**src/scr_pkg.sv**
```systemverilog
// scr_pkg: shared constants, codes, keyword table and types of the
// serial command recognizer. Depends on nothing.
package scr_pkg;

   // line store geometry
   localparam int LINE_MAX   = 32;
   localparam int COUNT_W    = $clog2(LINE_MAX);
   localparam int LEN_W      = 5;
   localparam int BYTE_W     = 8;
   localparam int CMD_W      = 3;

   // keyword table geometry
   localparam int KEY_COUNT  = 6;
   localparam int KEY_MAXLEN = 5;
   localparam int KEY_IDX_W  = $clog2(KEY_MAXLEN);

   // command codes
   localparam logic [CMD_W-1:0] CMD_TASK1   = 3'd0;
   localparam logic [CMD_W-1:0] CMD_TASK2   = 3'd1;
   localparam logic [CMD_W-1:0] CMD_TASK3   = 3'd2;
   localparam logic [CMD_W-1:0] CMD_PING    = 3'd3;
   localparam logic [CMD_W-1:0] CMD_MRST    = 3'd4;
   localparam logic [CMD_W-1:0] CMD_ADC     = 3'd5;
   localparam logic [CMD_W-1:0] CMD_UNKNOWN = 3'd6;

   // character codes
   localparam logic [BYTE_W-1:0] CHAR_NEWLINE = 8'd10;
   localparam logic [BYTE_W-1:0] CHAR_SPACE   = 8'd32;
   localparam logic [BYTE_W-1:0] CHAR_UPPER_A = 8'd65;
   localparam logic [BYTE_W-1:0] CHAR_UPPER_Z = 8'd90;
   localparam logic [BYTE_W-1:0] CASE_OFFSET  = 8'd32;

   // head of the current line and its length
   typedef struct packed {
      logic [COUNT_W-1:0]                count;
      logic [KEY_MAXLEN-1:0][BYTE_W-1:0] chars;
   } line_type;

   // keyword lengths
   function automatic int key_len(input int k);
      int n;
      case (k)
         0, 1, 2: n = 5;
         3, 4:    n = 4;
         5:       n = 3;
         default: n = 0;
      endcase
      return n;
   endfunction

   // keyword characters, lower case
   function automatic logic [BYTE_W-1:0] key_char(input int k, input int i);
      logic [KEY_MAXLEN*BYTE_W-1:0] text;
      case (k)
         0:       text = "task1";
         1:       text = "task2";
         2:       text = "task3";
         3:       text = {"ping", 8'd0};
         4:       text = {"mrst", 8'd0};
         5:       text = {"adc", 16'd0};
         default: text = '0;
      endcase
      return text[(KEY_MAXLEN-1-i)*BYTE_W +: BYTE_W];
   endfunction

   // keyword index to command code
   function automatic logic [CMD_W-1:0] key_code(input int k);
      logic [CMD_W-1:0] code;
      case (k)
         0:       code = CMD_TASK1;
         1:       code = CMD_TASK2;
         2:       code = CMD_TASK3;
         3:       code = CMD_PING;
         4:       code = CMD_MRST;
         5:       code = CMD_ADC;
         default: code = CMD_UNKNOWN;
      endcase
      return code;
   endfunction

endpackage

```
**src/scr_req_if.sv**
```systemverilog
// scr_req_if: received byte channel, valid/ready with one byte per word.
// Depends on scr_pkg.
interface scr_req_if;
   logic                         valid;
   logic                         ready;
   logic [scr_pkg::BYTE_W-1:0]   rx_byte;

   modport source (output valid, output rx_byte, input ready);
   modport sink   (input valid, input rx_byte, output ready);
endinterface

```
**src/scr_rsp_if.sv**
```systemverilog
// scr_rsp_if: result channel, valid/ready with command code and line length.
// Depends on scr_pkg.
interface scr_rsp_if;
   logic                         valid;
   logic                         ready;
   logic [scr_pkg::CMD_W-1:0]    command;
   logic [scr_pkg::LEN_W-1:0]    line_length;

   modport source (output valid, output command, output line_length, input ready);
   modport sink   (input valid, input command, input line_length, output ready);
endinterface

```
**src/scr_line_buffer.sv**
```systemverilog
// scr_line_buffer: character count and line store of the current line.
// Depends on scr_pkg.
module scr_line_buffer (
   input  logic                         clock,
   input  logic                         reset,
   input  logic                         advance,
   input  logic [scr_pkg::BYTE_W-1:0]   rx_byte,
   output scr_pkg::line_type            line
);

   logic [scr_pkg::COUNT_W-1:0]                        count_ff, count_in;
   logic [scr_pkg::KEY_MAXLEN-1:0][scr_pkg::BYTE_W-1:0] chars_ff;
   logic [scr_pkg::BYTE_W-1:0]                         lowered;
   logic                                               printable;
   logic                                               full;
   logic                                               store_en;

   // classify the byte
   always_comb begin
      printable = rx_byte > scr_pkg::CHAR_SPACE;
      full      = count_ff >= scr_pkg::COUNT_W'(scr_pkg::LINE_MAX - 1);
      if (rx_byte >= scr_pkg::CHAR_UPPER_A && rx_byte <= scr_pkg::CHAR_UPPER_Z) begin
         lowered = rx_byte + scr_pkg::CASE_OFFSET;
      end else begin
         lowered = rx_byte;
      end
   end

   // next count
   always_comb begin
      count_in = count_ff;
      store_en = 1'b0;
      if (advance) begin
         if (rx_byte == scr_pkg::CHAR_NEWLINE) begin
            count_in = '0;
         end else if (printable) begin
            if (full) begin
               count_in = '0;
            end else begin
               count_in = count_ff + 1'b1;
               store_en = 1'b1;
            end
         end
      end
   end

   always_ff @(posedge clock) begin
      if (reset) begin
         count_ff <= '0;
      end else begin
         count_ff <= count_in;
      end
   end

   // only the head of the line can take part in a keyword match, so only
   // that many characters are kept
   always_ff @(posedge clock) begin
      if (store_en && count_ff < scr_pkg::COUNT_W'(scr_pkg::KEY_MAXLEN)) begin
         chars_ff[count_ff[scr_pkg::KEY_IDX_W-1:0]] <= lowered;
      end
   end

   assign line.count = count_ff;
   assign line.chars = chars_ff;

endmodule

```
**src/scr_keyword_match.sv**
```systemverilog
// scr_keyword_match: compares the stored line with the keyword table.
// Depends on scr_pkg.
module scr_keyword_match (
   input  scr_pkg::line_type            line,
   output logic [scr_pkg::CMD_W-1:0]    command
);

   logic [scr_pkg::KEY_COUNT-1:0] hit;

   // one compare per keyword, over at most the keyword length
   always_comb begin
      for (int k = 0; k < scr_pkg::KEY_COUNT; k++) begin
         hit[k] = line.count == scr_pkg::COUNT_W'(scr_pkg::key_len(k));
         for (int i = 0; i < scr_pkg::KEY_MAXLEN; i++) begin
            if (i < scr_pkg::key_len(k) && line.chars[i] != scr_pkg::key_char(k, i)) begin
               hit[k] = 1'b0;
            end
         end
      end
   end

   // lowest keyword wins
   always_comb begin
      command = scr_pkg::CMD_UNKNOWN;
      for (int k = scr_pkg::KEY_COUNT - 1; k >= 0; k--) begin
         if (hit[k]) begin
            command = scr_pkg::key_code(k);
         end
      end
   end

endmodule

```
**src/serial_command_recognizer.sv**
```systemverilog
// serial_command_recognizer: top level, input word register, line buffer,
// keyword match and result register. Depends on scr_pkg, scr_req_if,
// scr_rsp_if, scr_line_buffer and scr_keyword_match.
//
//   channel  direction  fields
//   req      in         rx_byte[7:0]
//   rsp      out        command[2:0], line_length[4:0] (one word per newline)
//
// One byte is taken every cycle while not stalled; a result passes the input
// word register, then the result register, which holds the answer. The input
// word register feeds the line buffer update and the keyword compare at once.
// Reset is synchronous and clears the count and both valid flags at once.
// A stalled result holds only a newline behind it; other bytes keep flowing.
module serial_command_recognizer (
   input  logic            clock,
   input  logic            reset,
   scr_req_if.sink         req,
   scr_rsp_if.source       rsp
);

   logic                         in_valid_ff, in_valid_in;
   logic [scr_pkg::BYTE_W-1:0]   in_byte_ff;
   logic                         out_valid_ff, out_valid_in;
   logic [scr_pkg::CMD_W-1:0]    out_cmd_ff;
   logic [scr_pkg::LEN_W-1:0]    out_len_ff;
   logic                         is_newline;
   logic                         advance;
   logic                         emit;
   logic [scr_pkg::CMD_W-1:0]    match_cmd;
   scr_pkg::line_type            line;

   // handshake control
   always_comb begin
      is_newline   = in_byte_ff == scr_pkg::CHAR_NEWLINE;
      advance      = in_valid_ff && (!is_newline || !out_valid_ff || rsp.ready);
      emit         = advance && is_newline;
      req.ready    = !in_valid_ff || advance;
      in_valid_in  = req.valid ? 1'b1 : (in_valid_ff && !advance);
      out_valid_in = emit ? 1'b1 : (out_valid_ff && !rsp.ready);
   end

   // input word register
   always_ff @(posedge clock) begin
      if (reset) begin
         in_valid_ff <= 1'b0;
      end else if (req.ready) begin
         in_valid_ff <= in_valid_in;
      end
   end

   always_ff @(posedge clock) begin
      if (req.valid && req.ready) begin
         in_byte_ff <= req.rx_byte;
      end
   end

   scr_line_buffer u_line_buffer (
      .clock   (clock),
      .reset   (reset),
      .advance (advance),
      .rx_byte (in_byte_ff),
      .line    (line)
   );

   scr_keyword_match u_keyword_match (
      .line    (line),
      .command (match_cmd)
   );

   // result register
   always_ff @(posedge clock) begin
      if (reset) begin
         out_valid_ff <= 1'b0;
      end else begin
         out_valid_ff <= out_valid_in;
      end
   end

   always_ff @(posedge clock) begin
      if (emit) begin
         out_cmd_ff <= match_cmd;
         out_len_ff <= scr_pkg::LEN_W'(line.count);
      end
   end

   assign rsp.valid       = out_valid_ff;
   assign rsp.command     = out_cmd_ff;
   assign rsp.line_length = out_len_ff;

   // input stalls only behind a newline blocked by a full result register
   a_stall_cause: assert property (@(posedge clock) disable iff (reset)
      !req.ready |-> (in_valid_ff && is_newline && out_valid_ff && !rsp.ready))
      else $error("input stalled without a blocked newline");

   // count stays below the store size
   a_count_range: assert property (@(posedge clock) disable iff (reset)
      line.count <= scr_pkg::COUNT_W'(scr_pkg::LINE_MAX - 1))
      else $error("character count beyond store size");

   // a processed newline always shows a result next cycle
   a_newline_result: assert property (@(posedge clock) disable iff (reset)
      emit |=> rsp.valid)
      else $error("newline gave no result");

   // result code is a keyword or unknown
   a_code_range: assert property (@(posedge clock) disable iff (reset)
      rsp.valid |-> rsp.command <= scr_pkg::CMD_UNKNOWN)
      else $error("result code out of range");

endmodule
```
**src/flat_wrapper.sv**
```systemverilog
// flat-port wrapper written by rule: the top's interface ports become plain ports
module serial_command_recognizer_flat 
  (clock, reset, req_valid, req_rx_byte, req_ready, rsp_valid, rsp_command, rsp_line_length, rsp_ready);
  scr_req_if req_i ();
  scr_rsp_if rsp_i ();
  input  logic clock;
  input  logic reset;
  input wire logic [$bits(req_i.valid)-1:0] req_valid;
  input wire logic [$bits(req_i.rx_byte)-1:0] req_rx_byte;
  output wire logic [$bits(req_i.ready)-1:0] req_ready;
  output wire logic [$bits(rsp_i.valid)-1:0] rsp_valid;
  output wire logic [$bits(rsp_i.command)-1:0] rsp_command;
  output wire logic [$bits(rsp_i.line_length)-1:0] rsp_line_length;
  input wire logic [$bits(rsp_i.ready)-1:0] rsp_ready;
  assign req_i.valid = req_valid;
  assign req_i.rx_byte = req_rx_byte;
  assign req_ready = req_i.ready;
  assign rsp_valid = rsp_i.valid;
  assign rsp_command = rsp_i.command;
  assign rsp_line_length = rsp_i.line_length;
  assign rsp_i.ready = rsp_ready;
  serial_command_recognizer u_core (.clock(clock), .reset(reset), .req(req_i), .rsp(rsp_i));
endmodule
```
**config.mk**
```make
export PLATFORM = sky130hd
export DESIGN_NAME = serial_command_recognizer_flat
export DESIGN_NICKNAME = d
export VERILOG_FILES = /design/src/scr_pkg.sv /design/src/scr_req_if.sv /design/src/scr_rsp_if.sv /design/src/scr_line_buffer.sv /design/src/scr_keyword_match.sv /design/src/serial_command_recognizer.sv /design/src/flat_wrapper.sv
export SDC_FILE = /design/constraint.sdc
export NUM_CORES = 1
export LEC_CHECK = 0
export ABC_AREA = 1
export BUFFER_PORTS_ARGS = -buffer_cell sky130_fd_sc_hd__buf_2
export CAP_MARGIN = 30
export CORE_MARGIN = 1
export CORE_UTILIZATION = 53
export DETAILED_ROUTE_END_ITERATION = 7
export GPL_TIMING_DRIVEN = 0
export PLACE_DENSITY_LB_ADDON = 0.12
export SYNTH_ARGS = -nofsm -noshare
export SYNTH_HDL_FRONTEND = slang
export SYNTH_SLANG_ARGS = --single-unit
export TNS_END_PERCENT = 100
```
**constraint.sdc**
```tcl
create_clock -name clock -period 2.3 [get_ports clock]
set_input_delay 0.46 -clock clock [delete_from_list [all_inputs] [get_ports clock]]
set_output_delay 0.46 -clock clock [all_outputs]
set_load 0.02 [all_outputs]
```
==> run summary, run 1 <==
* **pin count of the biggest net entering global routing** 11
* **floorplan die area** 5590 sq um
* **die extent in y** 74.8 um
* **Worst IR Drop VDD** 0.521 mV
* **Worst Hold Class** input port to flop
* **number of enable flip-flop cells after synthesis** 56
* **biggest cell delay along the critical path** 380 ps
* **sort of element at the end of the critical path** flop
* **Residual DRC** 0
* **Final Util** 63.9%
* **cell accounting for the most synthesized area** edfxtp_1
* **area share of xor/xnor cells in the synthesized design** 0.624%
* **vias per cell** 4.99
* **gate count after technology mapping** 266
* **maximum level of the CTS H-tree** 3
* **clock tree sinks** 63
* **mean post-synth cell area** 10.6 sq um
* **cell at the root of the clock tree** clkbuf_8
* **synthesis-to-finish area growth** 16.3%
* **HPWL reported at the end of detailed placement** 3600 um
* **FF+latch area** 1820 sq um
* **Post-synth ARST share** 0%
* **detailed-route wire length** 5000 um
* **number of CTS-inserted buffers** 9
* **cell family contributing the most delay on the critical path** simple AND/OR/NAND/NOR gates
* **maximum operating frequency** 0.450 GHz
* **wire length of the first global-routing pass** 7820 um
* **Final nets** 325
* **width of the chip** 74.8 um
* **Rel. slew slack** 51.4%
* **DRC marker count from the first detailed-route iteration** 76
* **most common cell after layout, fill and taps aside** edfxtp_1
* **worst skew pair latency** 330 ps
* **critical-path cell with the highest stage delay** nor3_2
* **TritonRoute pass-1 iters** 4
* **antenna violations before repair** 0
* **proportion of netlist area held by the largest area contributor** 59.9%
* **final max-slew violation count** 0
* **area of the core region** 5110 sq um
* **crit-path cells** ha_1 > nand2_1 > nor2_1 > ha_1 > a21oi_2 > nand2_2 > nor3_2 > buf_4
* **most frequent cells in the layout** 56 x edfxtp_1, 45 x nor2_1, 40 x nand2_1, 36 x inv_1, 24 x buf_2
* **number of buffers inserted by port buffering** 21
* **main combinational cell family by area after synthesis** simple AND/OR/NAND/NOR gates
* **warning count from the yosys run** 0
* **per-cell routed wire length** 13.2 um
* **total global routing overflow** 0
* **area share of and/or/nand/nor cells after synthesis** 23.5%
* **routability congestion estimate** 0.864
* **via count of the first global-routing pass** 1683
* **worst-case setup margin in the final layout** 79.4 ps
* **setup skew after layout** 7.57 ps
* **final-layout fill cell count** 419
* **number of buffers on the longest clock path** 2
* **fraction of the mapped netlist area in adder cells** 2.67%
* **multiplexer share of the synthesized area** 0%
* **placement row count** 26
* **aggregate global-route resource usage** 20.5%
* **Max-cap violations** 0
* **leakage power of the design** 1.31 nW
* **flip-flop cell with the highest count after synthesis** edfxtp_1
* **register bit count reported by yosys** 63
* **data arrival time of the critical path** 2270 ps
* **unrepaired setup endpoints after global routing** yes
* **critical path type** flop to flop
* **final-report hold violation count** 0
* **required time of the worst setup path** 2350 ps
* **TritonCTS clock tree** yes
* **multi-input combinational cell area** 841 sq um
* **CTS Hold Buffers Added** 0
* **Tcrit/Tclk final** 96.5%
* **slew of the pin with the lowest slew margin** 721 ps
* **DP Worst Slack** -200 ps
* **nets in the synthesized netlist** 284
* **shortest clock period the worst path allows after layout** 2220 ps
* **post-synth design cell area** 2810 sq um
* **fraction of final layout cells with drive strength greater than 1** 21.6%
* **run status** finished, final reports clean
* **complex-gate fraction of the synthesized area** 2.18%
* **CP Max Fanout** 6
* **power density relative to cell area** 707 nW/um^2
* **residual antenna-violating net count after detailed routing** 0
* **number of distinct library cells after synthesis** 27
* **largest cells by area after synthesis** edfxtp_1 60%, nor2_1 6.0%, nand2_1 5.3%
* **initial core utilization** 54.9%
* **count of vias placed by the detailed router** 1897
* **sequential share of the synthesized area** 64.9%
* **library cell appearing most often on the critical path** ha_1
* **Top-Level Pins** 22
* **crit path launch type** flop
* **crit path buf inv count** 1
* **final hold slack** 300 ps
* **n_diodes** 0
* **total of endpoints with negative setup slack in the final report** 0
* **clock transition time at the flip-flop clock pins of the worst setup and hold paths** 60 ps
power breakdown:
part	switching [W]	internal, W	leakage [nW]
Sequential	0.0000252	0.00129	0.562
Combinational	0.0000856	0.0000454	0.660
Clock	0.000386	0.000480	0.0884
logic make-up (layout without fill, tap and decap cells):
kind of cell	after synthesis	after routing
and+or+nand+nor	142	142
DFF	63	63
buffers and inverters	42	86
AOI/OAI and AO/OA	11	11
adders and majority gates	6	6
xor gates and xnor gates	2	2
layer usage:
metal / vias up / GRT usage [%] / wire [um]
li1: 973 / - / -
met1: 858 / 27.4 / 2400
met2: 60 / 30.2 / 2280
met3: 6 / 7.50 / 260
met4: 0 / 9.01 / 59
met5: - / 0 / 0
cell type report:
type / count / area share (%)
Sequential cell: 63 / 55.8
Multi-Input combinational cell: 161 / 25.8
Timing Repair Buffer: 30 / 5.14
Inverter: 39 / 4.56
Clock buffer: 9 / 3.80
Tap cell: 70 / 2.68
Clock inverter: 5 / 1.57
Buffer: 3 / 0.652
metrics by stage:
| step | setup TNS [ps] | power [W] | area [sq um] | cells |
|---|---|---|---|---|
| 4_1_cts | 0 | 0.00231 | 3210 | 375 |
| 5_1_grt | -461 | 0.00239 | 3260 | 380 |
| 2_1_floorplan | 0 | 0.00141 | 2810 | 266 |
| 3_5_place_dp | -1740 | 0.00145 | 3020 | 361 |
| 3_3_place_gp | -9490 | 0.00145 | 3000 | 357 |
| 6_report | 0 | 0.00231 | 3260 | 380 |
final timing paths:
check	cells after the start	slack, ps	startpoint	to
worst max-delay path	8	80	u_core.u_line_buffer.count_ff[0]	u_core.u_line_buffer.line[38]
worst min-delay path	1	300	req_rx_byte[7]	u_core.in_byte_ff[7]
worst max register to register	8	80	u_core.u_line_buffer.count_ff[0]	u_core.u_line_buffer.line[38]
worst min register to register	0	450	u_core.u_line_buffer.count_ff[2]	u_core.rsp.line_length[2]
sequential cells by signal, summed over array words and instances, names as in the netlist:
register / flops
u_core.in_byte_ff: 8
u_core.in_valid_ff: 1
u_core.rsp.command: 3
u_core.rsp.line_length: 5
u_core.rsp.valid: 1
u_core.u_line_buffer.count_ff: 5
u_core.u_line_buffer.line: 40
synth_stat cells, drive strengths merged (2+ instances only):
cell    number
inv         39
buf          2
nor3         9
dfxtp        7
nor3b        2
nand2       44
nor2        50
xor2         2
ha           6
nand3       23
nand3b       4
a21oi        3
o21ai        7
nand4        7
edfxtp      56
timing repair:
action	in CTS	in global routing
endpoints found under the hold margin	0	0
buffers inserted	0	5
pin swaps	0	0
resized for setup	2	3
gates cloned	0	0
setup endpoints to repair	14	28
Power figures use the tool's default switching activity.
==> run 2: changes to the inputs <==
PLACE_DENSITY = 0.85   (was not set)
PLACE_DENSITY_LB_ADDON = not set   (was 0.12)
==> run 2 against run 1 <==
- maximum frequency decreased by 1.7%
- critical path depth decreased by 1
- clock power increased by 4.8%
- clock skew increased by 1.1 ps
- via count increased by 2.5%
- utilization decreased by 0.098 points
- critical path type unchanged
- largest cell class unchanged
- highest routed layer unchanged
==> run summary, run 2 (synthesis results as in run 1) <==
* **run status** finished, final reports clean
* **sequential share of power** 55.7%
* **routability congestion estimate** 0.951
* **crit path launch type** flop
* **number of buffers on the longest clock path** 2
* **CTS Hold Buffers Added** 0
* **final max-slew violation count** 0
* **register containing the most flip-flops in the final layout** u_core.u_line_buffer.line
* **synthesis-to-finish area growth** 16.1%
* **Worst IR Drop VDD** 0.465 mV
* **area of the core region** 5110 sq um
* **switching power as a share of total power** 22.4%
* **part of the total power dissipated in combinational logic** 5.8%
* **most common cell after layout, fill and taps aside** edfxtp_1
* **DRC marker count from the first detailed-route iteration** 99
* **final-report hold violation count** 0
* **clock transition time at the flip-flop clock pins of the worst setup and hold paths** 70 ps
* **total negative setup slack** 0 ps
* **Tcrit/Tclk final** 98.2%
* **non-filler cells in the finished layout** 381
* **Pwr Total** 0.00236 W
* **Residual DRC** 0
* **sort of element at the end of the critical path** flop
* **start point of the worst hold path** req_rx_byte[0]
* **most frequent cells in the layout** 56 x edfxtp_1, 45 x nor2_1, 40 x nand2_1, 36 x inv_1, 24 x buf_2
* **critical path type** flop to flop
* **count of vias placed by the detailed router** 1944
* **maximum operating frequency** 0.443 GHz
* **Critical R2R Launch** u_core.u_line_buffer.count_ff[0]
* **die extent in y** 74.8 um
* **worst skew pair latency** 340 ps
* **total global routing overflow** 0
* **Final nets** 324
* **worst-case setup margin in the final layout** 40.9 ps
* **required time of the worst setup path** 2280 ps
* **met1 Track Usage GR** 25.3%
* **detailed-route wire length** 5180 um
* **cell at the root of the clock tree** clkbuf_8
* **slew of the pin with the lowest slew margin** 670 ps
* **placement row count** 26
* **cell count of the worst hold path** 1
* **Int Pwr** 0.00183 W
* **Top-Level Pins** 22
* **CP Max Fanout** 8
* **antenna violations before repair** 0
* **width of the chip** 74.8 um
* **pin count of the biggest net entering global routing** 12
* **worst min-delay path endpoint** u_core.in_byte_ff[0]
* **TritonCTS clock tree** yes
* **number of buffers inserted by port buffering** 21
* **power density relative to cell area** 723 nW/um^2
* **vias per cell** 5.10
* **floorplan die area** 5590 sq um
* **maximum level of the CTS H-tree** 3
* **GR Util met3** 7.63%
* **R2R Setup Slk** 40 ps
* **total of endpoints with negative setup slack in the final report** 0
* **Worst Hold Class** input port to flop
* **most utilized layer in the global route result** met2
* **unrepaired setup endpoints after global routing** yes
* **TritonRoute pass-1 iters** 4
* **Switching Power** 0.000527 W
* **aggregate global-route resource usage** 21.5%
* **initial core utilization** 54.9%
* **n_diodes** 0
* **HPWL reported at the end of detailed placement** 3600 um
* **Inst Count DP** 359
* **clock tree sinks** 63
* **Max-cap violations** 0
* **largest registers** u_core.u_line_buffer.line x40, u_core.in_byte_ff x8
* **leakage power of the design** 1.31 nW
* **DP Worst Slack** -244 ps
* **data arrival time of the critical path** 2240 ps
* **Rel. slew slack** 55.1%
* **wire length of the first global-routing pass** 8340 um
* **final-layout fill cell count** 386
* **via count of the first global-routing pass** 1885
* **number of CTS-inserted buffers** 9
* **setup skew after layout** 8.64 ps
* **met2 Resource Use GR** 34.2%
* **reg-to-reg critical path endpoint** u_core.u_line_buffer.line[14]
* **per-cell routed wire length** 13.6 um
* **fraction of final layout cells with drive strength greater than 1** 21.2%
* **residual antenna-violating net count after detailed routing** 0
* **number of flip-flops in the largest register** 40
* **shortest clock period the worst path allows after layout** 2260 ps
* **Final Util** 63.8%
* **number of cells traversed by the worst register-to-register path** 7
* **relative contribution of the clock network to total power** 38.6%
==> run 2: changes by cell type in the layout (fill, tap and decap cells not counted), sizes merged <==
cell      before  now
buf           32   31
clkinv         3    5
clkbuf        10   11
clkinvlp       1    0
==> run 2: power by group through the flow <==
stage	combinational (W)	sequential (W)	clock, W
2_1_floorplan	0.0000775	0.00133	0
3_3_place_gp	0.000104	0.00134	0
3_5_place_dp	0.000112	0.00134	0
4_1_cts	0.000116	0.00132	0.000928
5_1_grt	0.000154	0.00131	0.000973
6_report	0.000136	0.00131	0.000908
==> run 2: layout make-up <==
cell class	count	area, sq um	share of cell area [%]
Inverter	39	149	4.57
Multi-Input combinational cell	161	830	25.5
Tap cell	70	87.6	2.69
Buffer	3	21.3	0.653
Clock buffer	10	128	3.92
Sequential cell	63	1820	55.9
Timing Repair Buffer	29	160	4.92
Clock inverter	6	61.3	1.88
==> run 2: worst max-delay path by stage <==
stage	start	to	slack (ps)	cells after the start
2_1_floorplan	u_core.u_line_buffer.count_ff[0]	u_core.u_line_buffer.line[0]	160	7
3_3_place_gp	u_core.u_line_buffer.count_ff[0]	u_core.u_line_buffer.line[39]	-200	7
3_5_place_dp	u_core.u_line_buffer.count_ff[0]	u_core.u_line_buffer.line[15]	-240	7
4_1_cts	u_core.in_byte_ff[2]	req_ready	40	7
5_1_grt	u_core.u_line_buffer.count_ff[0]	u_core.u_line_buffer.line[11]	-110	7
6_report	u_core.u_line_buffer.count_ff[0]	u_core.u_line_buffer.line[14]	40	7
==> run 2: critical path, stage by stage, from the launching register on <==
cell and delay, ps:
dfxtp_1 340, ha_1 260, nand2_1 90, nor2_1 40
ha_1 190, a21oi_2 210, nand2_2 170, nor3_2 610
==> run 2: stage by stage <==
step                hold slack [ps]  cell area, sq um
floorplan                       429              2810
global placement                436              3000
detailed placement              445              3010
CTS                             271              3210
global route                    265              3260
finish                          285              3260
==> run 2: per-layer routing <==
layer,wire length [um],vias up
met4,160,0
met3,243,16
met5,0,-
li1,-,969
met1,2160,893
met2,2610,66
==> run 2: timing repair <==
item                                    in CTS  in global routing
endpoints found under the setup margin      24                 32
hold endpoints to repair                     0                  0
cloned                                       0                  0
resized for setup                            3                  0
setup buffers                                0                  6
pin swaps                                    0                  0
